==> config.mk <==
export PLATFORM = sky130hd
export DESIGN_NAME = versatile_interface_adapter_core
export DESIGN_NICKNAME = d
export VERILOG_FILES = /design/src/design/via_pkg.sv /design/src/design/versatile_interface_adapter_core.sv /design/src/design/via_core.sv
export SDC_FILE = /design/constraint.sdc
export NUM_CORES = 1
export LEC_CHECK = 0
export BUFFER_PORTS_ARGS = -buffer_cell sky130_fd_sc_hd__buf_2
export CAP_MARGIN = 30
export CORE_MARGIN = 10
export CORE_UTILIZATION = 61
export CTS_BUF_LIST = sky130_fd_sc_hd__clkbuf_4 sky130_fd_sc_hd__clkbuf_8 sky130_fd_sc_hd__clkbuf_16
export CTS_CLUSTER_SIZE = 14
export DETAILED_ROUTE_END_ITERATION = 10
export PLACE_DENSITY = 0.8
export SLEW_MARGIN = 40
export SYNTH_ARGS = -nofsm -noshare
export SYNTH_HDL_FRONTEND = slang
export SYNTH_SLANG_ARGS = --single-unit
==> constraint.sdc <==
create_clock -name i_clk -period 3.1 [get_ports i_clk]
set_clock_uncertainty 0.15 [all_clocks]
set_input_delay 0.31 -clock i_clk [delete_from_list [all_inputs] [get_ports i_clk]]
set_output_delay 0.31 -clock i_clk [all_outputs]
set_load 0.005 [all_outputs]
==> src/design/via_pkg.sv <==
`timescale 1ns / 1ps
// shared types and constants for the 6522-style interface adapter
// no dependencies; imported by via_core and versatile_interface_adapter_core
package via_pkg;

    // command carried in tuser of the input channel
    typedef enum logic [2:0] {
        CMD_TICK  = 3'd0,
        CMD_READ  = 3'd1,
        CMD_WRITE = 3'd2,
        CMD_LINES = 3'd3,
        CMD_PINS  = 3'd4
    } t_cmd;

    // register map
    typedef enum logic [3:0] {
        REG_ORB   = 4'h0,
        REG_ORA   = 4'h1,
        REG_DDRB  = 4'h2,
        REG_DDRA  = 4'h3,
        REG_T1CL  = 4'h4,
        REG_T1CH  = 4'h5,
        REG_T1LL  = 4'h6,
        REG_T1LH  = 4'h7,
        REG_T2CL  = 4'h8,
        REG_T2CH  = 4'h9,
        REG_SR    = 4'hA,
        REG_ACR   = 4'hB,
        REG_PCR   = 4'hC,
        REG_IFR   = 4'hD,
        REG_IER   = 4'hE,
        REG_ORA_NH = 4'hF
    } t_reg_addr;

    // timer 1 modes from aux_ctrl[7:6]
    typedef enum logic [1:0] {
        T1_STOP   = 2'd0,
        T1_RELOAD = 2'd1,
        T1_SETPB7 = 2'd2,
        T1_TOGGLE = 2'd3
    } t_t1_mode;

    // interrupt flag bit positions
    localparam int FLAG_CA2     = 0;
    localparam int FLAG_CA1     = 1;
    localparam int FLAG_SHIFT   = 2;
    localparam int FLAG_CB2     = 3;
    localparam int FLAG_CB1     = 4;
    localparam int FLAG_T2      = 5;
    localparam int FLAG_T1      = 6;
    localparam int FLAG_SUMMARY = 7;

    // aux_ctrl fields
    localparam int          ACR_T2_HOLD   = 5;
    localparam int          ACR_PB7_OUT   = 7;
    localparam logic [7:0]  ACR_SR_MASK   = 8'h1C;
    localparam logic [7:0]  ACR_SR_EXT_IN = 8'h0C;

    // periph_ctrl edge polarity bits
    localparam int PCR_CA1_RISE = 0;
    localparam int PCR_CB1_RISE = 4;

    localparam logic [2:0] SHIFT_LAST = 3'd7;

    // one decoded request
    typedef struct packed {
        t_cmd       cmd;
        logic [3:0] reg_addr;
        logic [7:0] write_data;
        logic       side;
        logic       line_one;
        logic       line_two;
        logic [7:0] pin_mask;
        logic       pin_level;
    } t_item;

    // one result
    typedef struct packed {
        logic [7:0] read_data;
        logic       irq;
        logic [7:0] port_a_out;
        logic [7:0] port_b_out;
    } t_result;

endpackage

==> src/design/versatile_interface_adapter_core.sv <==
`timescale 1ns / 1ps
// top level of the 6522-style interface adapter: request register, state
// core and result register; depends on via_pkg and via_core
//
//  channel   dir  tdata fields (lsb first)                         tuser
//  s_axis    in   reg_addr, write_data, side, line_one, line_two,  cmd
//                 pin_mask, pin_level (24 bits)
//  m_axis    out  read_data, irq, port_a_out, port_b_out           -
//                 (25 bits, zero padded to 32)
//
// one request per cycle sustained while m_axis_tready is high; a request is
// held in the input register and is executed by the core as it moves to
// the result register, from which its result is driven onto m_axis
// synchronous active-low reset clears all core state and both valid flags
// a stalled result holds the result register, the input register and the core
// state; s_axis_tready falls only when both stages are full and m_axis_tready
// is low
module versatile_interface_adapter_core (
    input  logic        i_clk,
    input  logic        i_rst_n,
    input  logic        s_axis_tvalid,
    output logic        s_axis_tready,
    input  logic [23:0] s_axis_tdata,  // reg_addr, write_data, side, line_one,
                                       // line_two, pin_mask, pin_level
    input  logic [2:0]  s_axis_tuser,  // cmd
    output logic        m_axis_tvalid,
    input  logic        m_axis_tready,
    output logic [31:0] m_axis_tdata   // read_data, irq, port_a_out, port_b_out
);
    import via_pkg::*;

    logic    r_in_valid;
    t_item   r_in_item;
    logic    r_out_valid;
    t_result r_out;

    t_result core_result;
    logic    advance;   // request moves from input register into result register
    logic    step;      // core executes the request in the input register

    assign advance       = !r_out_valid || m_axis_tready;
    assign step          = r_in_valid && advance;
    assign s_axis_tready = !r_in_valid || advance;

    // input register
    always_ff @(posedge i_clk) begin
        if (!i_rst_n) begin
            r_in_valid <= 1'b0;
        end else if (s_axis_tready) begin
            r_in_valid <= s_axis_tvalid;
        end
    end

    always_ff @(posedge i_clk) begin
        if (s_axis_tready && s_axis_tvalid) begin
            r_in_item.cmd        <= t_cmd'(s_axis_tuser);
            r_in_item.reg_addr   <= s_axis_tdata[3:0];
            r_in_item.write_data <= s_axis_tdata[11:4];
            r_in_item.side       <= s_axis_tdata[12];
            r_in_item.line_one   <= s_axis_tdata[13];
            r_in_item.line_two   <= s_axis_tdata[14];
            r_in_item.pin_mask   <= s_axis_tdata[22:15];
            r_in_item.pin_level  <= s_axis_tdata[23];
        end
    end

    via_core u_core (
        .i_clk    (i_clk),
        .i_rst_n  (i_rst_n),
        .i_step   (step),
        .i_item   (r_in_item),
        .o_result (core_result)
    );

    // result register
    always_ff @(posedge i_clk) begin
        if (!i_rst_n) begin
            r_out_valid <= 1'b0;
        end else if (advance) begin
            r_out_valid <= r_in_valid;
        end
    end

    always_ff @(posedge i_clk) begin
        if (step) begin
            r_out <= core_result;
        end
    end

    assign m_axis_tvalid = r_out_valid;
    assign m_axis_tdata  = {7'd0, r_out.port_b_out, r_out.port_a_out,
                            r_out.irq, r_out.read_data};

endmodule

==> src/design/via_core.sv <==
`timescale 1ns / 1ps
// register file, timers, shift register and interrupt logic of the adapter
// depends on via_pkg
module via_core (
    input  logic             i_clk,
    input  logic             i_rst_n,
    input  logic             i_step,
    input  via_pkg::t_item   i_item,
    output via_pkg::t_result o_result
);
    import via_pkg::*;

    logic [7:0]  r_port_a, r_port_b, r_dir_a, r_dir_b;
    logic [15:0] r_t1_count, r_t1_latch, r_t2_count, r_t2_previous;
    logic [7:0]  r_t2_low_latch, r_shift_reg;
    logic [2:0]  r_shift_count;
    logic [7:0]  r_aux_ctrl, r_periph_ctrl, r_int_flags, r_int_enable;
    logic [1:0]  r_ca_lines, r_cb_lines;

    logic [7:0]  n_port_a, n_port_b, n_dir_a, n_dir_b;
    logic [15:0] n_t1_count, n_t1_latch, n_t2_count, n_t2_previous;
    logic [7:0]  n_t2_low_latch, n_shift_reg;
    logic [2:0]  n_shift_count;
    logic [7:0]  n_aux_ctrl, n_periph_ctrl, n_int_flags, n_int_enable;
    logic [1:0]  n_ca_lines, n_cb_lines;

    logic [7:0]  read_data;
    logic        t1_zero;
    logic [15:0] t2_next;
    logic [7:0]  pin_m;
    logic        prev_one;
    logic        rise, fall;
    logic [6:0]  pending;

    always_comb begin
        n_port_a       = r_port_a;
        n_port_b       = r_port_b;
        n_dir_a        = r_dir_a;
        n_dir_b        = r_dir_b;
        n_t1_count     = r_t1_count;
        n_t1_latch     = r_t1_latch;
        n_t2_count     = r_t2_count;
        n_t2_previous  = r_t2_previous;
        n_t2_low_latch = r_t2_low_latch;
        n_shift_reg    = r_shift_reg;
        n_shift_count  = r_shift_count;
        n_aux_ctrl     = r_aux_ctrl;
        n_periph_ctrl  = r_periph_ctrl;
        n_int_flags    = r_int_flags;
        n_int_enable   = r_int_enable;
        n_ca_lines     = r_ca_lines;
        n_cb_lines     = r_cb_lines;
        read_data      = 8'h00;

        t1_zero  = (r_t1_count == 16'd1);
        t2_next  = r_aux_ctrl[ACR_T2_HOLD] ? r_t2_count : r_t2_count - 16'd1;
        pin_m    = i_item.side ? (i_item.pin_mask & ~r_dir_b)
                               : (i_item.pin_mask & ~r_dir_a);
        prev_one = i_item.side ? r_cb_lines[0] : r_ca_lines[0];
        rise     = i_item.line_one & ~prev_one;
        fall     = ~i_item.line_one & prev_one;
        pending  = 7'd0;

        unique case (i_item.cmd)
            CMD_TICK: begin
                if (r_t1_count != 16'd0) begin
                    n_t1_count = r_t1_count - 16'd1;
                end
                n_t2_count = t2_next;
                if (t1_zero) begin
                    n_int_flags[FLAG_T1] = 1'b1;
                    unique case (t_t1_mode'(r_aux_ctrl[7:6]))
                        T1_RELOAD: n_t1_count = r_t1_latch;
                        T1_SETPB7: n_port_b[7] = 1'b1;
                        T1_TOGGLE: begin
                            n_port_b[7] = ~r_port_b[7];
                            n_t1_count  = r_t1_latch;
                        end
                        default: ;
                    endcase
                end
                if (t2_next == 16'd0 && t2_next != r_t2_previous) begin
                    n_int_flags[FLAG_T2] = 1'b1;
                end
                // summary bit follows enabled pending flags
                pending = n_int_flags[6:0] & r_int_enable[6:0];
                n_int_flags[FLAG_SUMMARY] = |pending;
                n_t2_previous = t2_next;
            end
            CMD_READ: begin
                unique case (t_reg_addr'(i_item.reg_addr))
                    REG_ORB:  read_data = r_port_b;
                    REG_ORA:  read_data = r_port_a;
                    REG_DDRB: read_data = r_dir_b;
                    REG_DDRA: read_data = r_dir_a;
                    REG_T1CL: begin
                        read_data = r_t1_count[7:0];
                        n_int_flags[FLAG_T1] = 1'b0;
                    end
                    REG_T1CH: read_data = r_t1_count[15:8];
                    REG_T1LL: read_data = r_t1_latch[7:0];
                    REG_T1LH: read_data = r_t1_latch[15:8];
                    REG_T2CL: begin
                        read_data = r_t2_count[7:0];
                        n_int_flags[FLAG_T2] = 1'b0;
                    end
                    REG_T2CH: read_data = r_t2_count[15:8];
                    REG_SR:   read_data = r_shift_reg;
                    REG_ACR:  read_data = r_aux_ctrl;
                    REG_PCR:  read_data = r_periph_ctrl;
                    REG_IFR:  read_data = r_int_flags;
                    REG_IER:  read_data = r_int_enable | 8'h80;
                    default:  read_data = r_port_a;
                endcase
            end
            CMD_WRITE: begin
                unique case (t_reg_addr'(i_item.reg_addr))
                    REG_ORB:  n_port_b = i_item.write_data & r_dir_b;
                    REG_ORA:  n_port_a = i_item.write_data & r_dir_a;
                    REG_DDRB: n_dir_b = i_item.write_data;
                    REG_DDRA: n_dir_a = i_item.write_data;
                    REG_T1CL, REG_T1LL: n_t1_latch[7:0] = i_item.write_data;
                    REG_T1CH: begin
                        n_t1_latch[15:8] = i_item.write_data;
                        n_t1_count = {i_item.write_data, r_t1_latch[7:0]};
                        n_int_flags[FLAG_T1] = 1'b0;
                        if (r_aux_ctrl[ACR_PB7_OUT]) begin
                            n_port_b[7] = 1'b0;
                        end
                    end
                    REG_T1LH: begin
                        n_t1_latch[15:8] = i_item.write_data;
                        n_int_flags[FLAG_T1] = 1'b0;
                    end
                    REG_T2CL: n_t2_low_latch = i_item.write_data;
                    REG_T2CH: begin
                        n_t2_count = {i_item.write_data, r_t2_low_latch};
                        n_int_flags[FLAG_T2] = 1'b0;
                    end
                    REG_SR:  n_shift_reg = i_item.write_data;
                    REG_ACR: n_aux_ctrl = i_item.write_data;
                    REG_PCR: n_periph_ctrl = i_item.write_data;
                    REG_IFR: n_int_flags = r_int_flags & (~i_item.write_data | 8'h80);
                    REG_IER: begin
                        if (i_item.write_data[7]) begin
                            n_int_enable = r_int_enable | i_item.write_data | 8'h80;
                        end else begin
                            n_int_enable = r_int_enable & (~i_item.write_data | 8'h80);
                        end
                    end
                    default: n_port_a = i_item.write_data;
                endcase
            end
            CMD_LINES: begin
                if (!i_item.side) begin
                    if (r_periph_ctrl[PCR_CA1_RISE] ? rise : fall) begin
                        n_int_flags[FLAG_CA1] = 1'b1;
                    end
                    n_ca_lines = {i_item.line_two, i_item.line_one};
                end else begin
                    // cb1 clocks cb2 into the shift register
                    if ((r_aux_ctrl & ACR_SR_MASK) == ACR_SR_EXT_IN && rise) begin
                        n_shift_reg = {r_shift_reg[6:0], i_item.line_two};
                        n_shift_count = r_shift_count + 3'd1;
                        if (r_shift_count == SHIFT_LAST) begin
                            n_int_flags[FLAG_SHIFT] = 1'b1;
                        end
                    end
                    if (r_periph_ctrl[PCR_CB1_RISE] ? rise : fall) begin
                        n_int_flags[FLAG_CB1] = 1'b1;
                    end
                    n_cb_lines = {i_item.line_two, i_item.line_one};
                end
            end
            CMD_PINS: begin
                if (!i_item.side) begin
                    n_port_a = i_item.pin_level ? (r_port_a | pin_m) : (r_port_a & ~pin_m);
                end else begin
                    n_port_b = i_item.pin_level ? (r_port_b | pin_m) : (r_port_b & ~pin_m);
                end
            end
            default: ;
        endcase
    end

    assign o_result.read_data  = read_data;
    assign o_result.irq        = n_int_flags[FLAG_SUMMARY];
    assign o_result.port_a_out = n_port_a;
    assign o_result.port_b_out = n_port_b;

    always_ff @(posedge i_clk) begin
        if (!i_rst_n) begin
            r_port_a       <= '0;
            r_port_b       <= '0;
            r_dir_a        <= '0;
            r_dir_b        <= '0;
            r_t1_count     <= '0;
            r_t1_latch     <= '0;
            r_t2_count     <= '0;
            r_t2_previous  <= '0;
            r_t2_low_latch <= '0;
            r_shift_reg    <= '0;
            r_shift_count  <= '0;
            r_aux_ctrl     <= '0;
            r_periph_ctrl  <= '0;
            r_int_flags    <= '0;
            r_int_enable   <= '0;
            r_ca_lines     <= '0;
            r_cb_lines     <= '0;
        end else if (i_step) begin
            r_port_a       <= n_port_a;
            r_port_b       <= n_port_b;
            r_dir_a        <= n_dir_a;
            r_dir_b        <= n_dir_b;
            r_t1_count     <= n_t1_count;
            r_t1_latch     <= n_t1_latch;
            r_t2_count     <= n_t2_count;
            r_t2_previous  <= n_t2_previous;
            r_t2_low_latch <= n_t2_low_latch;
            r_shift_reg    <= n_shift_reg;
            r_shift_count  <= n_shift_count;
            r_aux_ctrl     <= n_aux_ctrl;
            r_periph_ctrl  <= n_periph_ctrl;
            r_int_flags    <= n_int_flags;
            r_int_enable   <= n_int_enable;
            r_ca_lines     <= n_ca_lines;
            r_cb_lines     <= n_cb_lines;
        end
    end

endmodule
==> results of run 1 <==
kinds of logic after synthesis:
logic type	after synthesis
multiplexers	52
XOR/XNOR	31
AND/OR/NAND/NOR	517
other	1
flip-flops	202
adder cells (fa/ha/maj)	5
AO/OA/AOI/OAI	337
buffers and inverters	121
Yosys cell counts, types with 8 or more instances:
cell type	n	area, um^2
nor3b_1	11	82.6
mux2i_1	50	500
nor3_1	37	185
dfxtp_1	150	3000
a22o_1	13	114
clkbuf_1	86	323
a31oi_1	14	87.6
nand3b_1	10	75.1
nand3_1	60	300
o21ai_0	60	300
nand2b_1	17	106
a221oi_1	12	105
o211ai_1	8	60.1
nand2_1	126	473
a22oi_1	17	128
a222oi_1	9	90.1
a211oi_1	28	210
a21oi_1	110	551
a221o_1	8	80.1
nor2b_1	12	75.1
edfxtp_1	52	1560
inv_1	19	71.3
nor4_1	11	68.8
nor2_1	174	653
o211a_1	8	80.1
nand4_1	10	62.6
xnor2_1	24	210
and3_1	9	56.3
metrics by stage:
step	hold WS, ps	std cells	total power [mW]
6_report	73.5	1604	6.32
3_3_place_gp	295	1534	3.61
5_1_grt	83.2	1604	6.49
3_5_place_dp	300	1535	3.62
2_1_floorplan	259	1272	3.36
4_1_cts	58.7	1604	6.29
power by group through the flow:
stage,Clock [mW],Combinational [mW],Sequential [mW]
after floorplan,0,0.487,2.87
after global placement,0,0.682,2.92
after detailed placement,0,0.696,2.92
after CTS,2.69,0.731,2.87
after global routing,2.80,0.809,2.87
final,2.70,0.753,2.87
final timing paths:
kind,start,endpoint,slack (ps),cells past startpoint
setup reg to reg,u_core.r_t2_count[0],m_axis_tdata[8],160,9
hold reg to reg,u_core.r_t2_low_latch[6],u_core.r_t2_low_latch[6],310,2
setup / recovery,u_core.r_t2_count[0],m_axis_tdata[8],160,9
hold / removal,i_rst_n,u_core.r_t1_latch[14],70,3
worst max-delay path: stages (launching register included):
cell and delay, ps:
dfxtp_1 310, buf_4 150, or4_4 640, or3_4 390, a21oi_2 180, nor4_1 90, and4_1 220, a311oi_2 360
o21ai_1 120, a21oi_1 160
layout make-up:
class / instances / area, um^2
clock buffer: 30 / 628
clock inverter: 10 / 116
fill: 1314 / 4660
inverter: 19 / 73.8
multi-input combinational: 949 / 5610
sequential: 202 / 4560
tap: 225 / 282
timing repair buffer: 169 / 1240
layer usage:
layer / up-vias / global-route usage / share of wire
li1: 4817 / - / -
met5: - / 0 / 0
met1: 4997 / 0.423 / 0.39
met3: 166 / 0.0796 / 0.12
met4: 0 / 0.143 / 0.053
met2: 745 / 0.485 / 0.43
what timing repair did:
item / 4_1_cts / 5_1_grt
gates resized for setup: 0 / 2
endpoints found under the setup margin: 0 / 1
endpoints found under the hold margin: 29 / 0
hold buffers: 29 / 0
==> metrics, run 1 <==
setup TNS=0 ps; remaining antenna violation count=0; pre-CTS setup slack=191 ps; floorplan core area=17200 um^2; share of cells above drive strength 1=0.148; Max Clk Rate=341 MHz; largest family of logic cells by synthesized area=simple AND/OR/NAND/NOR gates; design area=12500 um^2; drt wl/cell=24.4 um; asr flop ratio synth=0; DR iter-0 viols=1514; pwr/cell area=505 nW/um^2; CTS tree=built; Post-Synthesis Cells=1266; Setup Fix Bufs, Post-CTS=0; Sw Ratio=0.261; Hold Crit Class=in2reg; Critical Path End Type=flip-flop; Top FF cell, synth=dfxtp_1; Inserted Clock Buffers=22; CTS sink count=202; CTS root buf=clkbuf_16; Die Wd=152 um; total global routing overflow=0; Avg Inst Size Synth=8.40 um^2; Clock power frac=0.426; P_leak=4.79 nW; Synth Area in Adders=0.00588; vias in the first global route=10000; # rows=48; nets=1399; Final HPWL DP=27.6 mm; synthesized area=10600 um^2; CTS HTree Levels=1; GPL Wtd Cong=1.11; Compound-Gate Fraction of Synth Area=0.209; Layout area overhead=17.7%; EDFF count, synth=52; Yosys reg bits=202; WP data required=3320 ps; Period minus WS final=2940 ps; yosys warns=0; Psw=1.65 mW; die height=152 um; ant diodes=0; final WL=39.1 mm; most frequent cells in the layout=172 x nor2_1, 150 x dfxtp_1, 126 x nand2_1; sequential power share=0.454; final setup vio count=0; status=completed; final worst path period share=0.947; max reg flops=27; port bufs=57; clock buffer depth=3; cell area after placement=11500 um^2; simple-gate area share of the yosys netlist=0.234; post-synthesis mux area share=0.0492; commonest non-fill, non-tap cell in the layout=nor2_1; GR Util All Layers=0.320; max-slew violations=0; Final WS setup=165 ps; die area=23100 um^2; crit-path max FO=14; largest net degree at the start of global routing=49; Clock transition at path regs=60 ps; DRC viols=0; Starting Density=0.619; number of I/O pins=65; antenna violations before repair=0; Biggest register=r_in_item; Post-Synth XOR/XNOR Area=0.0255; peak supply drop=0.000479 V; Synth cell types=77; combinational power share=0.119; RSZ-0062 raised after global routing=false; register area share after synthesis=0.429; first-pass GRT wire length=59.9 mm; Worst slew margin=0.368; P_int=4.67 mW; vias per cell=6.69; DR pass1 iterations=8; maxcap violations=0; crit start category=flip-flop; routed via count=10700; CP arrival=3160 ps; WS Path Type=reg2reg; Slew @ Worst Pin=948 ps; fin util=0.729; Final Hold Viols=0; worst skew pair latency=530 ps
No activity file was read; power rests on OpenSTA's default activity.
==> run 2, diff against run 1 <==
CORE_UTILIZATION = 65   (was 61)
PLACE_DENSITY = 0.84   (was 0.8)
clock period = 3.8 ns   (was 3.1 ns; I/O delays follow)
==> run 2 against run 1 <==
Combinational power shrank 25%. Critical path depth decreased by 1. Flip-flop and latch count unchanged. Register-to-register slack improved by 450 ps. Sequential power fell by 18%. Critical endpoint unchanged. Highest routed layer is now met5.
==> metrics, run 2 (synthesis results as in run 1) <==
nets=1358 (-2.9%); register area=4560 um^2 (unchanged); port bufs=57 (unchanged); crit start category=flip-flop; commonest non-fill, non-tap cell in the layout=nor2_1; crit-path max FO=15 (+1); Max Clk Rate=314 MHz (-7.7%); Period minus WS final=3180 ps (+246 ps); Inserted Clock Buffers=22 (unchanged); share of cells above drive strength 1=0.119 (-0.0291); worst skew pair latency=510 ps (-20 ps); max-slew violations=0 (unchanged); die height=148 um (-2.7%); pwr/cell area=422 nW/um^2 (-16%); final setup vio count=0 (unchanged); number of I/O pins=65 (unchanged); cell family with most CP delay=simple AND/OR/NAND/NOR gates; remaining antenna violation count=0 (unchanged); Final Hold Viols=0 (unchanged); Die Wd=148 um (-2.7%); max reg flops=27 (unchanged); Final WS setup=619 ps (+454 ps); first-pass GRT wire length=58.8 mm (-1.8%); WS Path Type=reg2reg; largest net degree at the start of global routing=90 (+84%); vias in the first global route=10100 (+0.61%); drt wl/cell=24.8 um (+1.7%); Max stage delay on crit path=680 ps (+40 ps); antenna violations before repair=2 (+2); vias per cell=6.93 (+3.6%); buffer and inverter count on the worst path=0 (-1); CP arrival=3400 ps (+240 ps); DR pass1 iterations=9 (+1); clock buffer depth=3 (unchanged); Slew @ Worst Pin=898 ps (-50.1 ps); multi-input logic area=5610 um^2 (-0.11%); floorplan core area=15900 um^2 (-7.2%); Biggest register=r_in_item; most frequent cells in the layout=172 x nor2_1, 150 x dfxtp_1, 126 x nand2_1; Worst slew margin=0.401 (+0.0334); peak supply drop=0.000540 V (+13%); Final HPWL DP=25.9 mm (-6.1%); Critical Path Most Common Cell=nand4_1; die area=21900 um^2 (-5.4%); CTS root buf=clkbuf_16; Clock transition at path regs=70 ps (about the same); setup TNS=0 ps (unchanged); GPL Wtd Cong=1.12 (+0.32%); Layout area overhead=14.4%; CTS sink count=202 (unchanged); CTS tree=built; GR Util All Layers=0.339 (+0.0195); RSZ-0062 raised after global routing=false; total global routing overflow=0 (unchanged); CTS HTree Levels=1 (unchanged); P_leak=4.57 nW (-4.6%); WP data required=4020 ps (+700 ps); DRC viols=0 (unchanged); fillers=1140 (-13%); CP max-delay cell=nor4_2; DR iter-0 viols=1479 (-2.3%); routed via count=10800 (+0.54%); Critical Path End Type=flip-flop; final worst path period share=0.837 (-0.110); Starting Density=0.667 (+0.0479); final WL=38.6 mm (-1.3%); status=completed; pre-CTS setup slack=703 ps (+513 ps); # rows=46 (-4.2%); Hold Crit Class=in2reg; maxcap violations=0 (unchanged); worst-path cell chain=nor4_2 > nand4_1 > nor3_1 > xnor2_1 > nand4_1 > a311oi_2 > o21ai_1 > a21oi_1
==> run 2: cell count changes in the layout (fill, tap and decap cells not counted), moves of 2 or more <==
| cell | change |
|---|---|
| buf_4 | -38 |
| clkbuf_4 | -6 |
| clkinv_1 | +4 |
| buf_12 | -3 |
| clkbuf_8 | +2 |
| diode_2 | +2 |
==> run 2: per-stage QoR <==
step / hold WS [ps] / util / power [mW] / instances / cell area (um^2)
2_1_floorplan: 274 / - / 2.74 / 1272 / 10700
3_3_place_gp: 295 / 0.697 / 2.90 / 1485 / 11100
3_5_place_dp: 308 / 0.697 / 2.91 / 1485 / 11100
4_1_cts: 130 / 0.762 / 5.08 / 1553 / 12100
5_1_grt: 185 / 0.763 / 5.25 / 1555 / 12200
6_report: 133 / 0.763 / 5.13 / 1556 / 12200
==> run 2: power by group <==
part	total, mW	internal, mW	switching [mW]	leakage (nW)
sequential	2.36	2.27	0.0918	1.71
clock	2.21	1.29	0.920	0.361
combinational	0.563	0.216	0.348	2.50
total	5.13	3.77	1.36	4.57
==> run 2: final timing paths <==
| path | slack, ps | cells past startpoint | to | start |
|---|---|---|---|---|
| setup / recovery | 620 | 8 | m_axis_tdata[8] | u_core.r_aux_ctrl[5] |
| hold reg to reg | 320 | 2 | u_core.r_t2_low_latch[5] | u_core.r_t2_low_latch[5] |
| setup reg to reg | 620 | 8 | m_axis_tdata[8] | u_core.r_aux_ctrl[5] |
| hold / removal | 130 | 4 | r_in_valid | m_axis_tready |
==> run 2: what timing repair did <==
| item | CTS | global route |
|---|---|---|
| gates resized for setup | 0 | 0 |
| hold endpoints to repair | 28 | 0 |
| hold buffers | 28 | 0 |
| setup buffers | 0 | 0 |
==> run 2: layout make-up <==
class	count	area share
Antenna cell	2	0.000412
Clock buffer	26	0.0502
Clock inverter	14	0.0113
Inverter	19	0.00597
Multi-Input combinational cell	949	0.461
Sequential cell	202	0.375
Tap cell	216	0.0222
Timing Repair Buffer	128	0.0737
==> run 2: metal layers <==
layer	routed length [um]	vias to the layer above	track usage	part of all wire
met4	2120	2	0.166	0.055
met3	5320	192	0.119	0.14
met1	14500	5028	0.425	0.38
met5	23	-	0	0.00060
li1	-	4733	-	-
met2	16600	828	0.511	0.43
==> run 2: worst reg2reg max path, cell delays in order, from the launching register on <==
cell	delay, ps
dfxtp_1	460
nor4_2	680
nand4_1	440
nor3_1	420
xnor2_1	190
nand4_1	130
a311oi_2	300
o21ai_1	120
a21oi_1	160
